===== src/sbh_pkg.sv =====
// Shared types and constants of the SHA-1 byte stream hasher.
// No dependencies; used by the controller, the datapath and the top level.
`default_nettype none

package sbh_pkg;

	localparam int DIGEST_WORDS = 5;

	localparam logic [4:0][31:0] H_INIT = {
		32'hC3D2E1F0, 32'h10325476, 32'h98BADCFE, 32'hEFCDAB89, 32'h67452301
	};

	localparam logic [31:0] K_CH  = 32'h5A827999;
	localparam logic [31:0] K_PAR = 32'h6ED9EBA1;
	localparam logic [31:0] K_MAJ = 32'h8F1BBCDC;
	localparam logic [31:0] K_END = 32'hCA62C1D6;

	localparam logic [7:0] PAD_BYTE   = 8'h80;
	localparam logic [5:0] POS_LEN    = 6'd56;
	localparam logic [5:0] POS_LAST   = 6'd63;
	localparam logic [6:0] ROUND_LAST = 7'd79;
	localparam logic [6:0] ROUND_PAR  = 7'd20;
	localparam logic [6:0] ROUND_MAJ  = 7'd40;
	localparam logic [6:0] ROUND_END  = 7'd60;
	localparam logic [2:0] LEN_LAST   = 3'd7;

	typedef enum logic [2:0] {
		ST_IDLE,
		ST_PAD,
		ST_ROUND,
		ST_ADD,
		ST_HOLD
	} state_t;

	typedef enum logic [1:0] {
		PH_80,
		PH_ZERO,
		PH_LEN
	} phase_t;

	typedef enum logic [1:0] {
		SEL_INPUT,
		SEL_PAD80,
		SEL_ZERO,
		SEL_LEN
	} byte_sel_t;

	typedef enum logic [1:0] {
		STG_CH,
		STG_PAR,
		STG_MAJ,
		STG_END
	} stage_t;

	typedef struct packed {
		logic      absorb;
		logic      count;
		byte_sel_t sel;
		logic [2:0] len_idx;
		logic      round;
		stage_t    stage;
		logic      add;
		logic      finish;
	} sbh_cmd_t;

	typedef struct packed {
		logic pos_last;
		logic pos_at56;
		logic out_free;
	} sbh_stat_t;

endpackage

`default_nettype wire


===== src/sbh_channels.sv =====
// Handshake channels of the hasher: byte input beats and digest output beats.
// Depends on nothing.
`default_nettype none

interface sbh_byte_if;
	logic       valid;
	logic       ready;
	logic [7:0] data_byte;
	logic       byte_present;
	logic       end_of_message;

	modport source (output valid, data_byte, byte_present, end_of_message, input ready);
	modport sink (input valid, data_byte, byte_present, end_of_message, output ready);
endinterface

interface sbh_digest_if;
	logic        valid;
	logic        ready;
	logic [31:0] digest_word;
	logic [2:0]  word_number;
	logic        last_word;

	modport source (output valid, digest_word, word_number, last_word, input ready);
	modport sink (input valid, digest_word, word_number, last_word, output ready);
endinterface

`default_nettype wire


===== src/sbh_ctrl.sv =====
// Controller of the hasher: sequences byte absorb, padding, rounds and digest hand-off.
// Depends on sbh_pkg.
`default_nettype none

module sbh_ctrl (
	input  wire logic          clk,
	input  wire logic          arst_n,
	input  wire logic          in_valid,
	input  wire logic          in_byte_present,
	input  wire logic          in_eom,
	output logic               in_ready,
	input  wire sbh_pkg::sbh_stat_t stat,
	output sbh_pkg::sbh_cmd_t  cmd
);
	import sbh_pkg::*;

	state_t     state_q, state_d;
	phase_t     phase_q, phase_d;
	logic [2:0] idx_q, idx_d;
	logic [6:0] rnd_q, rnd_d;
	logic       fin_q, fin_d;
	logic       done_q, done_d;

	always_ff @(posedge clk or negedge arst_n) begin
		if (!arst_n) begin
			state_q <= ST_IDLE;
			phase_q <= PH_80;
			idx_q   <= '0;
			rnd_q   <= '0;
			fin_q   <= 1'b0;
			done_q  <= 1'b0;
		end else begin
			state_q <= state_d;
			phase_q <= phase_d;
			idx_q   <= idx_d;
			rnd_q   <= rnd_d;
			fin_q   <= fin_d;
			done_q  <= done_d;
		end
	end

	always_comb begin
		state_d  = state_q;
		phase_d  = phase_q;
		idx_d    = idx_q;
		rnd_d    = rnd_q;
		fin_d    = fin_q;
		done_d   = done_q;
		in_ready = 1'b0;
		cmd      = '0;
		case (state_q)
			ST_IDLE: begin
				in_ready = 1'b1;
				if (in_valid) begin
					fin_d = in_eom;
					if (in_byte_present) begin
						cmd.absorb = 1'b1;
						cmd.count  = 1'b1;
						cmd.sel    = SEL_INPUT;
					end
					if (in_byte_present && stat.pos_last) begin
						state_d = ST_ROUND;
					end else if (in_eom) begin
						state_d = ST_PAD;
					end
				end
			end
			ST_PAD: begin
				cmd.absorb = 1'b1;
				if (phase_q == PH_80) begin
					cmd.sel = SEL_PAD80;
					phase_d = PH_ZERO;
				end else if (phase_q == PH_ZERO && !stat.pos_at56) begin
					cmd.sel = SEL_ZERO;
				end else begin
					cmd.sel     = SEL_LEN;
					cmd.len_idx = idx_q;
					phase_d     = PH_LEN;
					idx_d       = idx_q + 3'd1;
					if (idx_q == LEN_LAST) begin
						done_d = 1'b1;
					end
				end
				if (stat.pos_last) begin
					state_d = ST_ROUND;
				end
			end
			ST_ROUND: begin
				cmd.round = 1'b1;
				if (rnd_q < ROUND_PAR) begin
					cmd.stage = STG_CH;
				end else if (rnd_q < ROUND_MAJ) begin
					cmd.stage = STG_PAR;
				end else if (rnd_q < ROUND_END) begin
					cmd.stage = STG_MAJ;
				end else begin
					cmd.stage = STG_END;
				end
				rnd_d = rnd_q + 7'd1;
				if (rnd_q == ROUND_LAST) begin
					rnd_d   = '0;
					state_d = ST_ADD;
				end
			end
			ST_ADD: begin
				cmd.add = 1'b1;
				if (done_q) begin
					state_d = ST_HOLD;
				end else if (fin_q) begin
					state_d = ST_PAD;
				end else begin
					state_d = ST_IDLE;
				end
			end
			ST_HOLD: begin
				if (stat.out_free) begin
					cmd.finish = 1'b1;
					fin_d      = 1'b0;
					done_d     = 1'b0;
					phase_d    = PH_80;
					idx_d      = '0;
					state_d    = ST_IDLE;
				end
			end
			default: begin
				state_d = ST_IDLE;
			end
		endcase
	end

endmodule

`default_nettype wire


===== src/sbh_datapath.sv =====
// Datapath of the hasher: block window, round unit, chaining words, bit count, digest buffer.
// Depends on sbh_pkg; driven by sbh_ctrl.
`default_nettype none

module sbh_datapath (
	input  wire logic          clk,
	input  wire logic          arst_n,
	input  wire logic [7:0]    in_byte,
	input  wire sbh_pkg::sbh_cmd_t cmd,
	output sbh_pkg::sbh_stat_t stat,
	output logic               out_valid,
	input  wire logic          out_ready,
	output logic [31:0]        digest_word,
	output logic [2:0]         word_number,
	output logic               last_word
);
	import sbh_pkg::*;

	// block window: word i of the window sits at [511-32*i -: 32]
	logic [511:0]      blk_q;
	logic [4:0][31:0]  chain_q;
	logic [31:0]       a_q, b_q, c_q, d_q, e_q;
	logic [5:0]        pos_q;
	logic [63:0]       bits_q;
	logic [4:0][31:0]  out_q;
	logic [2:0]        cnt_q;

	logic [7:0]  byte_mux;
	logic [5:0]  len_ofs;
	logic [31:0] w_new;
	logic [31:0] w_mix;
	logic [31:0] f_val;
	logic [31:0] k_val;
	logic [31:0] a_next;
	logic        take;

	assign len_ofs = {~cmd.len_idx, 3'b000};

	always_comb begin
		case (cmd.sel)
			SEL_INPUT: byte_mux = in_byte;
			SEL_PAD80: byte_mux = PAD_BYTE;
			SEL_ZERO:  byte_mux = 8'h00;
			SEL_LEN:   byte_mux = bits_q[len_ofs +: 8];
			default:   byte_mux = 8'h00;
		endcase
	end

	// rolling schedule: w[t+16] from window words 13, 8, 2, 0
	assign w_mix = blk_q[95:64] ^ blk_q[255:224] ^ blk_q[447:416] ^ blk_q[511:480];
	assign w_new = {w_mix[30:0], w_mix[31]};

	always_comb begin
		case (cmd.stage)
			STG_CH: begin
				f_val = (b_q & c_q) | (~b_q & d_q);
				k_val = K_CH;
			end
			STG_PAR: begin
				f_val = b_q ^ c_q ^ d_q;
				k_val = K_PAR;
			end
			STG_MAJ: begin
				f_val = (b_q & c_q) | (b_q & d_q) | (c_q & d_q);
				k_val = K_MAJ;
			end
			STG_END: begin
				f_val = b_q ^ c_q ^ d_q;
				k_val = K_END;
			end
			default: begin
				f_val = '0;
				k_val = '0;
			end
		endcase
	end

	assign a_next = {a_q[26:0], a_q[31:27]} + f_val + e_q + blk_q[511:480] + k_val;

	// window and working variables carry no reset
	always_ff @(posedge clk) begin
		if (cmd.absorb) begin
			blk_q <= {blk_q[503:0], byte_mux};
			if (pos_q == POS_LAST) begin
				a_q <= chain_q[0];
				b_q <= chain_q[1];
				c_q <= chain_q[2];
				d_q <= chain_q[3];
				e_q <= chain_q[4];
			end
		end else if (cmd.round) begin
			blk_q <= {blk_q[479:0], w_new};
			a_q   <= a_next;
			b_q   <= a_q;
			c_q   <= {b_q[1:0], b_q[31:2]};
			d_q   <= c_q;
			e_q   <= d_q;
		end
	end

	always_ff @(posedge clk) begin
		if (cmd.finish) begin
			out_q <= chain_q;
		end else if (take) begin
			out_q <= {32'h0, out_q[4:1]};
		end
	end

	assign take = out_valid && out_ready;

	always_ff @(posedge clk or negedge arst_n) begin
		if (!arst_n) begin
			chain_q <= H_INIT;
			pos_q   <= '0;
			bits_q  <= '0;
			cnt_q   <= '0;
		end else begin
			if (cmd.absorb) begin
				pos_q <= pos_q + 6'd1;
			end
			if (cmd.count) begin
				bits_q <= bits_q + 64'd8;
			end
			if (cmd.add) begin
				chain_q[0] <= chain_q[0] + a_q;
				chain_q[1] <= chain_q[1] + b_q;
				chain_q[2] <= chain_q[2] + c_q;
				chain_q[3] <= chain_q[3] + d_q;
				chain_q[4] <= chain_q[4] + e_q;
			end
			if (cmd.finish) begin
				chain_q <= H_INIT;
				bits_q  <= '0;
				cnt_q   <= 3'(DIGEST_WORDS);
			end else if (take) begin
				cnt_q <= cnt_q - 3'd1;
			end
		end
	end

	assign stat.pos_last = (pos_q == POS_LAST);
	assign stat.pos_at56 = (pos_q == POS_LEN);
	assign stat.out_free = (cnt_q == 3'd0);

	assign out_valid   = (cnt_q != 3'd0);
	assign digest_word = out_q[0];
	assign word_number = 3'(DIGEST_WORDS) - cnt_q;
	assign last_word   = (cnt_q == 3'd1);

endmodule

`default_nettype wire


===== src/sha1_byte_stream_hasher.sv =====
// SHA-1 hasher, one message byte per beat. The 64th byte of a block then starts
// 80 rounds, one per cycle, then the chaining add; no byte is taken meanwhile.
// End beat: one padding byte per cycle plus one or two compressions and the buffer hand-off,
// then five digest beats from a buffer; input is taken again while the digest drains.
// Reset (arst_n low, asynchronous): initial chaining words, byte and bit counts zero,
// digest buffer empty; the block window is not reset.
`default_nettype none

module sha1_byte_stream_hasher (
	input  wire logic    clk,
	input  wire logic    arst_n,
	sbh_byte_if.sink     bytes,
	sbh_digest_if.source digest
);
	import sbh_pkg::*;

	// command and status between the sequencer and the datapath
	sbh_cmd_t  cmd;
	sbh_stat_t stat;

	// Controller: takes a beat only when idle. A data byte goes straight into
	// the block window; the last byte of a block starts 80 rounds. An end beat
	// then walks the padding: 0x80, zeros up to byte 56, length high byte first.
	sbh_ctrl u_ctrl (
		.clk             (clk),
		.arst_n          (arst_n),
		.in_valid        (bytes.valid),
		.in_byte_present (bytes.byte_present),
		.in_eom          (bytes.end_of_message),
		.in_ready        (bytes.ready),
		.stat            (stat),
		.cmd             (cmd)
	);

	// Datapath: the 512-bit window doubles as byte packer and rolling
	// message schedule. The finished digest is copied into a five-word
	// buffer, so the chaining words return to their initial values at once
	// and the next message can start while earlier digest beats wait.
	sbh_datapath u_dp (
		.clk         (clk),
		.arst_n      (arst_n),
		.in_byte     (bytes.data_byte),
		.cmd         (cmd),
		.stat        (stat),
		.out_valid   (digest.valid),
		.out_ready   (digest.ready),
		.digest_word (digest.digest_word),
		.word_number (digest.word_number),
		.last_word   (digest.last_word)
	);

endmodule

`default_nettype wire


===== src/flat_wrapper.sv =====
// flat-port wrapper written by rule: the top's interface ports become plain ports
module sha1_byte_stream_hasher_flat import sbh_pkg::*;
  (clk, arst_n, bytes_valid, bytes_data_byte, bytes_byte_present, bytes_end_of_message, bytes_ready, digest_valid, digest_digest_word, digest_word_number, digest_last_word, digest_ready);
  sbh_byte_if bytes_i ();
  sbh_digest_if digest_i ();
  input  wire logic clk;
  input  wire logic arst_n;
  input wire logic [$bits(bytes_i.valid)-1:0] bytes_valid;
  input wire logic [$bits(bytes_i.data_byte)-1:0] bytes_data_byte;
  input wire logic [$bits(bytes_i.byte_present)-1:0] bytes_byte_present;
  input wire logic [$bits(bytes_i.end_of_message)-1:0] bytes_end_of_message;
  output wire logic [$bits(bytes_i.ready)-1:0] bytes_ready;
  output wire logic [$bits(digest_i.valid)-1:0] digest_valid;
  output wire logic [$bits(digest_i.digest_word)-1:0] digest_digest_word;
  output wire logic [$bits(digest_i.word_number)-1:0] digest_word_number;
  output wire logic [$bits(digest_i.last_word)-1:0] digest_last_word;
  input wire logic [$bits(digest_i.ready)-1:0] digest_ready;
  assign bytes_i.valid = bytes_valid;
  assign bytes_i.data_byte = bytes_data_byte;
  assign bytes_i.byte_present = bytes_byte_present;
  assign bytes_i.end_of_message = bytes_end_of_message;
  assign bytes_ready = bytes_i.ready;
  assign digest_valid = digest_i.valid;
  assign digest_digest_word = digest_i.digest_word;
  assign digest_word_number = digest_i.word_number;
  assign digest_last_word = digest_i.last_word;
  assign digest_i.ready = digest_ready;
  sha1_byte_stream_hasher u_core (.clk(clk), .arst_n(arst_n), .bytes(bytes_i), .digest(digest_i));
endmodule

===== config.mk =====
export PLATFORM = sky130hd
export DESIGN_NAME = sha1_byte_stream_hasher_flat
export DESIGN_NICKNAME = d
export VERILOG_FILES = /design/src/sbh_pkg.sv /design/src/sbh_channels.sv /design/src/sbh_ctrl.sv /design/src/sbh_datapath.sv /design/src/sha1_byte_stream_hasher.sv /design/src/flat_wrapper.sv
export SDC_FILE = /design/constraint.sdc
export NUM_CORES = 2
export LEC_CHECK = 0
export ABC_AREA = 1
export CAP_MARGIN = 40
export CORE_MARGIN = 2
export CORE_UTILIZATION = 50
export CTS_CLUSTER_DIAMETER = 120
export DETAILED_ROUTE_END_ITERATION = 10
export DONT_BUFFER_PORTS = 1
export GPL_ROUTABILITY_DRIVEN = 0
export SETUP_SLACK_MARGIN = 0.02
export SLEW_MARGIN = 15
export SYNTH_ARGS = -nofsm -noshare
export SYNTH_HDL_FRONTEND = slang
export SYNTH_SLANG_ARGS = --single-unit

===== constraint.sdc =====
create_clock -name clk -period 23.1 [get_ports clk]
set_input_delay 3.465 -clock clk [delete_from_list [all_inputs] [get_ports clk]]
set_output_delay 3.465 -clock clk [all_outputs]
set_load 0.05 [all_outputs]

==> impl_metrics.csv <==
group,metric,value,unit
status,run_status,"finished clean",
setup_path,critical_path_class,"in -> reg",
die,top_level_ports,52,
power_and_ir_drop,combPwrFrac,0.429,
synth,fraction_of_registers_with_async_set_or_reset_after_synthesis,0.229,
setup_path,cp_max_fo,133,
setup_path,critical_path.reg2reg.startpoint,"u_core.u_ctrl.state_q[2]",
synth,synth-warning-count,0,
setup_path,reg2reg_slack,17.24,ns
synth,syn-cell-area,64300,sq um
setup_path,cp.depth,14,
setup_path,rr_endpoint,"u_core.u_dp.a_q[31]",
clock_tree,clockRootBuffer,"clkbuf_16",
synth,number_of_enable_flip_flop_cells_after_synthesis,832,
setup_path,critical_path.startpoint_type,"input port",
routing,router_iterations_before_antenna_repair,7,
routing,route.detailed.vias_per_inst,5.55,
power_and_ir_drop,vdd.ir_drop.worst,113,uV
grt,global_route_wire_length_before_repair,299000,um
setup_path,crit_chain,"nand2_1 > nor2_2 > buf_4 > inv_2 > nand2_8 > buf_16 > inv_8 > nand2_4 > buf_4 > buf_12 > buf_4 > buf_12 > buf_4 > buf_16",
grt,grt_usage,0.299,
sta,worst_slew_pin_slew,1.18,ns
setup_path,worst-endpoint-arrival,7.63,ns
min_path,hold_path.class,"reg -> reg",
die,die_w,363,um
layout,layout.area.seq,31300,sq um
sta,max-slew-margin-rel,0.212,
sta,fraction_of_the_cycle_the_final_worst_path_needs,0.312,
synth,ys_seq_elements,1079,
setup_path,r2r_cell_count,24,
die,start_util,0.504,
clock_tree,worstSkewPairLatency,0.77,ns
die,rows,131,
clock_tree,htreeDepth,3,
die,die_area,131000,sq um
grt,maximum_number_of_pins_on_one_net_before_global_route_repair,248,
place,placement.setup.worst_slack,14.91,ns
routing,route.detailed.drc,0,
layout,final_layout_size_suffix_gt1_frac,0.0492,
routing,ant_nets,0,
routing,post_drt_wl_per_cell,20.8,um
layout,num-nets-final,8071,
sta,grt_setup_unrepaired,"false",
sta,period_minus_slack,7.22,ns
power_and_ir_drop,switchingPower,0.00437,W
clock_tree,postCtsSetupRepairBufs,0,
power_and_ir_drop,pwr-share-seq,0.375,
sta,final-setup-viol-count,0,
die,fp.coreArea,128000,sq um
synth,ys_dominant_reg_cell,"edfxtp_1",
clock_tree,post_cts.resized_instances,0,
sta,postLayoutSetupSlackWorst,15.88,ns
layout,multiInputGateArea,28200,sq um
sta,worst_clock_skew,0.0430,ns
synth,synth.avg_cell_area,8.22,sq um
clock_tree,ctsLongestPathBuffers,3,
run,max_cap_violations,0,
routing,initialDrtViolationCount,5916,
power_and_ir_drop,sw_share,0.429,
setup_path,library_cell_appearing_most_often_on_the_critical_path,"buf_4",
setup_path,critical_path_startpoint,"bytes_valid",
place,detailedPlacementHpwl,143000,um
routing,vias,52800,
grt,via_count_of_the_first_global_routing_pass,49200,
place,numPortBuffers,0,
power_and_ir_drop,clkPwrFrac,0.195,
die,chipHeight,363,um
setup_path,worstPathRequired,23.51,ns
grt,overflow,0,
clock_tree,cts_hold_repair.buffers,0,
clock_tree,cts.clk_slew.worst_paths,0.06,ns
setup_path,critical-path-top-delay-family,"buffers and inverters",
setup_path,cp_slowest_cell,"buf_4",
layout,area_growth,8.63,%
sta,finalSetupTns,0,ns
layout,number_of_filler_cells_placed_in_the_layout,11900,
sta,fmax,139,MHz
power_and_ir_drop,internal-power,0.00581,W
setup_path,crit_path_max_incr_delay,0.45,ns
clock_tree,clock-sinks,1079,
setup_path,setup.worst_path.end,"u_core.u_dp.blk_q[485]",
sta,hold_violations,0,
synth,number_of_distinct_library_cells_after_synthesis,53,
synth,postSynthNetCount,8172,
routing,routed_wl,197000,um
clock_tree,cts-buffers-inserted,119,
grt,antenna_found_initial,11,
setup_path,setup.worst_path.end_class,"register",
setup_path,worst-path-buf-inv,10,
synth,post_synth_inst_count,7826,
synth,ys_seq_area_frac,0.486,
clock_tree,cts_tree,"yes",
power_and_ir_drop,power.density,146,nW/um^2
sta,report.final.slew_viol_count,0,
power_and_ir_drop,p_leak,31.6,nW
==> how the worst min path moves through the flow <==
stage | start | end | slack (ns) | cells after the start
after CTS | u_core.u_dp.pos_q[5] | u_core.u_dp.pos_q[5] | 0.50 | 1
after detailed placement | u_core.u_dp.pos_q[5] | u_core.u_dp.pos_q[5] | 0.49 | 1
final | u_core.u_dp.pos_q[5] | u_core.u_dp.pos_q[5] | 0.51 | 1
after global routing | u_core.u_dp.pos_q[5] | u_core.u_dp.pos_q[5] | 0.52 | 1
after global placement | u_core.u_dp.pos_q[5] | u_core.u_dp.pos_q[5] | 0.46 | 1
after floorplan | u_core.u_dp.pos_q[5] | u_core.u_dp.pos_q[5] | 0.45 | 1
==> power groups by stage <==
stage / combinational (W) / clock (W) / sequential, W
2_1_floorplan: 0.00324 / 0 / 0.00380
3_3_place_gp: 0.00416 / 0 / 0.00385
3_5_place_dp: 0.00430 / 0 / 0.00384
4_1_cts: 0.00433 / 0.00202 / 0.00382
5_1_grt: 0.00494 / 0.00209 / 0.00389
6_report: 0.00437 / 0.00199 / 0.00382
==> layout by cell type, fill, tap and decap left out, drive strengths merged, types with 4 or more instances in the layout <==
cell type / n
fa: 125
nand4: 89
a21oi: 315
o31ai: 8
dfrtp: 167
o21bai: 23
nor3b: 4
xor2: 66
a22o: 4
clkbuf: 146
clkinv: 54
clkinvlp: 6
o21ai: 658
nand3: 325
ha: 207
xnor2: 104
a22oi: 9
nand3b: 17
o22ai: 53
o21a: 9
and2: 6
buf: 69
bufinv: 16
inv: 931
diode: 4
nor4: 7
a21o: 4
nand2: 2939
or2: 15
a21boi: 6
nor2: 447
nor3: 73
a31oi: 5
and3: 5
dfstp: 80
edfxtp: 832
==> state kept, by name, summed over array words and instances, names as in the netlist, 6 cells and up <==
register and count:
u_core.u_dp.bits_q 61, u_core.u_dp.blk_q 512, u_core.u_dp.digest_word 32, u_core.u_dp.a_q 32, u_core.u_dp.e_q 32, u_core.u_dp.d_q 32, u_core.u_dp.c_q 32, u_core.u_dp.pos_q 6
u_core.u_ctrl.rnd_q 7, u_core.u_dp.out_q 128, u_core.u_dp.b_q 32, u_core.u_dp.chain_q 160
==> synthesized netlist by cell type (4+ instances only) <==
library cell  number  area [sq um]
nor2_1           439          1650
and3_1             5          31.3
a21o_1             4          30.0
o31ai_1            8          60.1
nand3b_1          16           120
inv_2             12          45.0
o22ai_1           53           332
edfxtp_1         832         25000
nor2_4             4          45.0
a22o_1             4          35.0
xnor2_1          104           911
nand3_1          321          1610
buf_1              8          30.0
a22oi_1            9          67.6
ha_1             207          2590
dfstp_2           80          2100
buf_6              6          67.6
dfrtp_1          167          4180
nand4_1           88           551
a21oi_1          315          1580
nor2_2             4          25.0
nor3b_1            4          30.0
buf_4             45           338
a21boi_0           6          45.0
a31oi_1            5          31.3
nor3_1            69           345
nand2_1         2935         11000
o21ai_1            5          25.0
nor4_1             7          43.8
o21a_1             9          67.6
o21ai_0          652          3260
fa_1             125          2500
buf_2            119           596
or2_2             15          93.8
inv_1            913          3430
clkbuf_1         113           424
nand3_2            4          40.0
and2_1             5          31.3
xor2_1            66           578
o21bai_1          23           173
==> kinds of logic after synthesis <==
group           share of synthesized area
compound gates                     0.0899
xor+xnor                           0.0232
fa+ha+maj                          0.0792
buf+inv                            0.0766
flops                               0.486
simple gates                        0.245
==> final cells by class <==
cell class | count | share of cell area
Antenna cell | 4 | 0.000143
Clock buffer | 146 | 0.0447
Clock inverter | 82 | 0.0130
Inverter | 925 | 0.0498
Multi-Input combinational cell | 5531 | 0.403
Sequential cell | 1079 | 0.448
Tap cell | 1662 | 0.0298
Timing Repair Buffer | 69 | 0.0118
==> worst reg2reg max path, stage by stage, from the launching register on <==
cell	delay [ns]
dfrtp_1	0.45
nor3_2	0.19
buf_4	0.24
nand3_2	0.34
ha_2	0.29
buf_4	0.33
inv_1	0.17
buf_4	0.34
a21oi_1	0.11
a22oi_1	0.35
fa_1	0.48
fa_1	0.53
ha_1	0.22
inv_1	0.08
fa_1	0.49
inv_1	0.10
nand2_1	0.05
nand3_1	0.15
nand2_1	0.07
nand2_1	0.17
nand2_1	0.08
nand2_1	0.10
nand3_1	0.08
nand3_1	0.14
nand2_1	0.06
==> stage by stage <==
step	area (sq um)	total power (W)	util	hold WS (ns)	instances
3_3_place_gp	65300	0.00801	0.512	0.462	9237
3_5_place_dp	65700	0.00814	0.516	0.487	9261
2_1_floorplan	64300	0.00704	-	0.445	7826
4_1_cts	69800	0.0102	0.547	0.499	9489
6_report	69900	0.0102	0.548	0.507	9498
5_1_grt	69800	0.0109	0.548	0.518	9496
==> layer usage <==
metal / routed length (um) / vias up / global-route usage / part of all wire
met3: 17100 / 409 / 0.0564 / 0.087
met5: 66 / - / 0 / 0.00033
li1: - / 25200 / - / -
met1: 85600 / 25100 / 0.428 / 0.43
met4: 8880 / 10 / 0.123 / 0.045
met2: 85500 / 2038 / 0.447 / 0.43
Note: power is estimated with default switching activity, not from simulation.
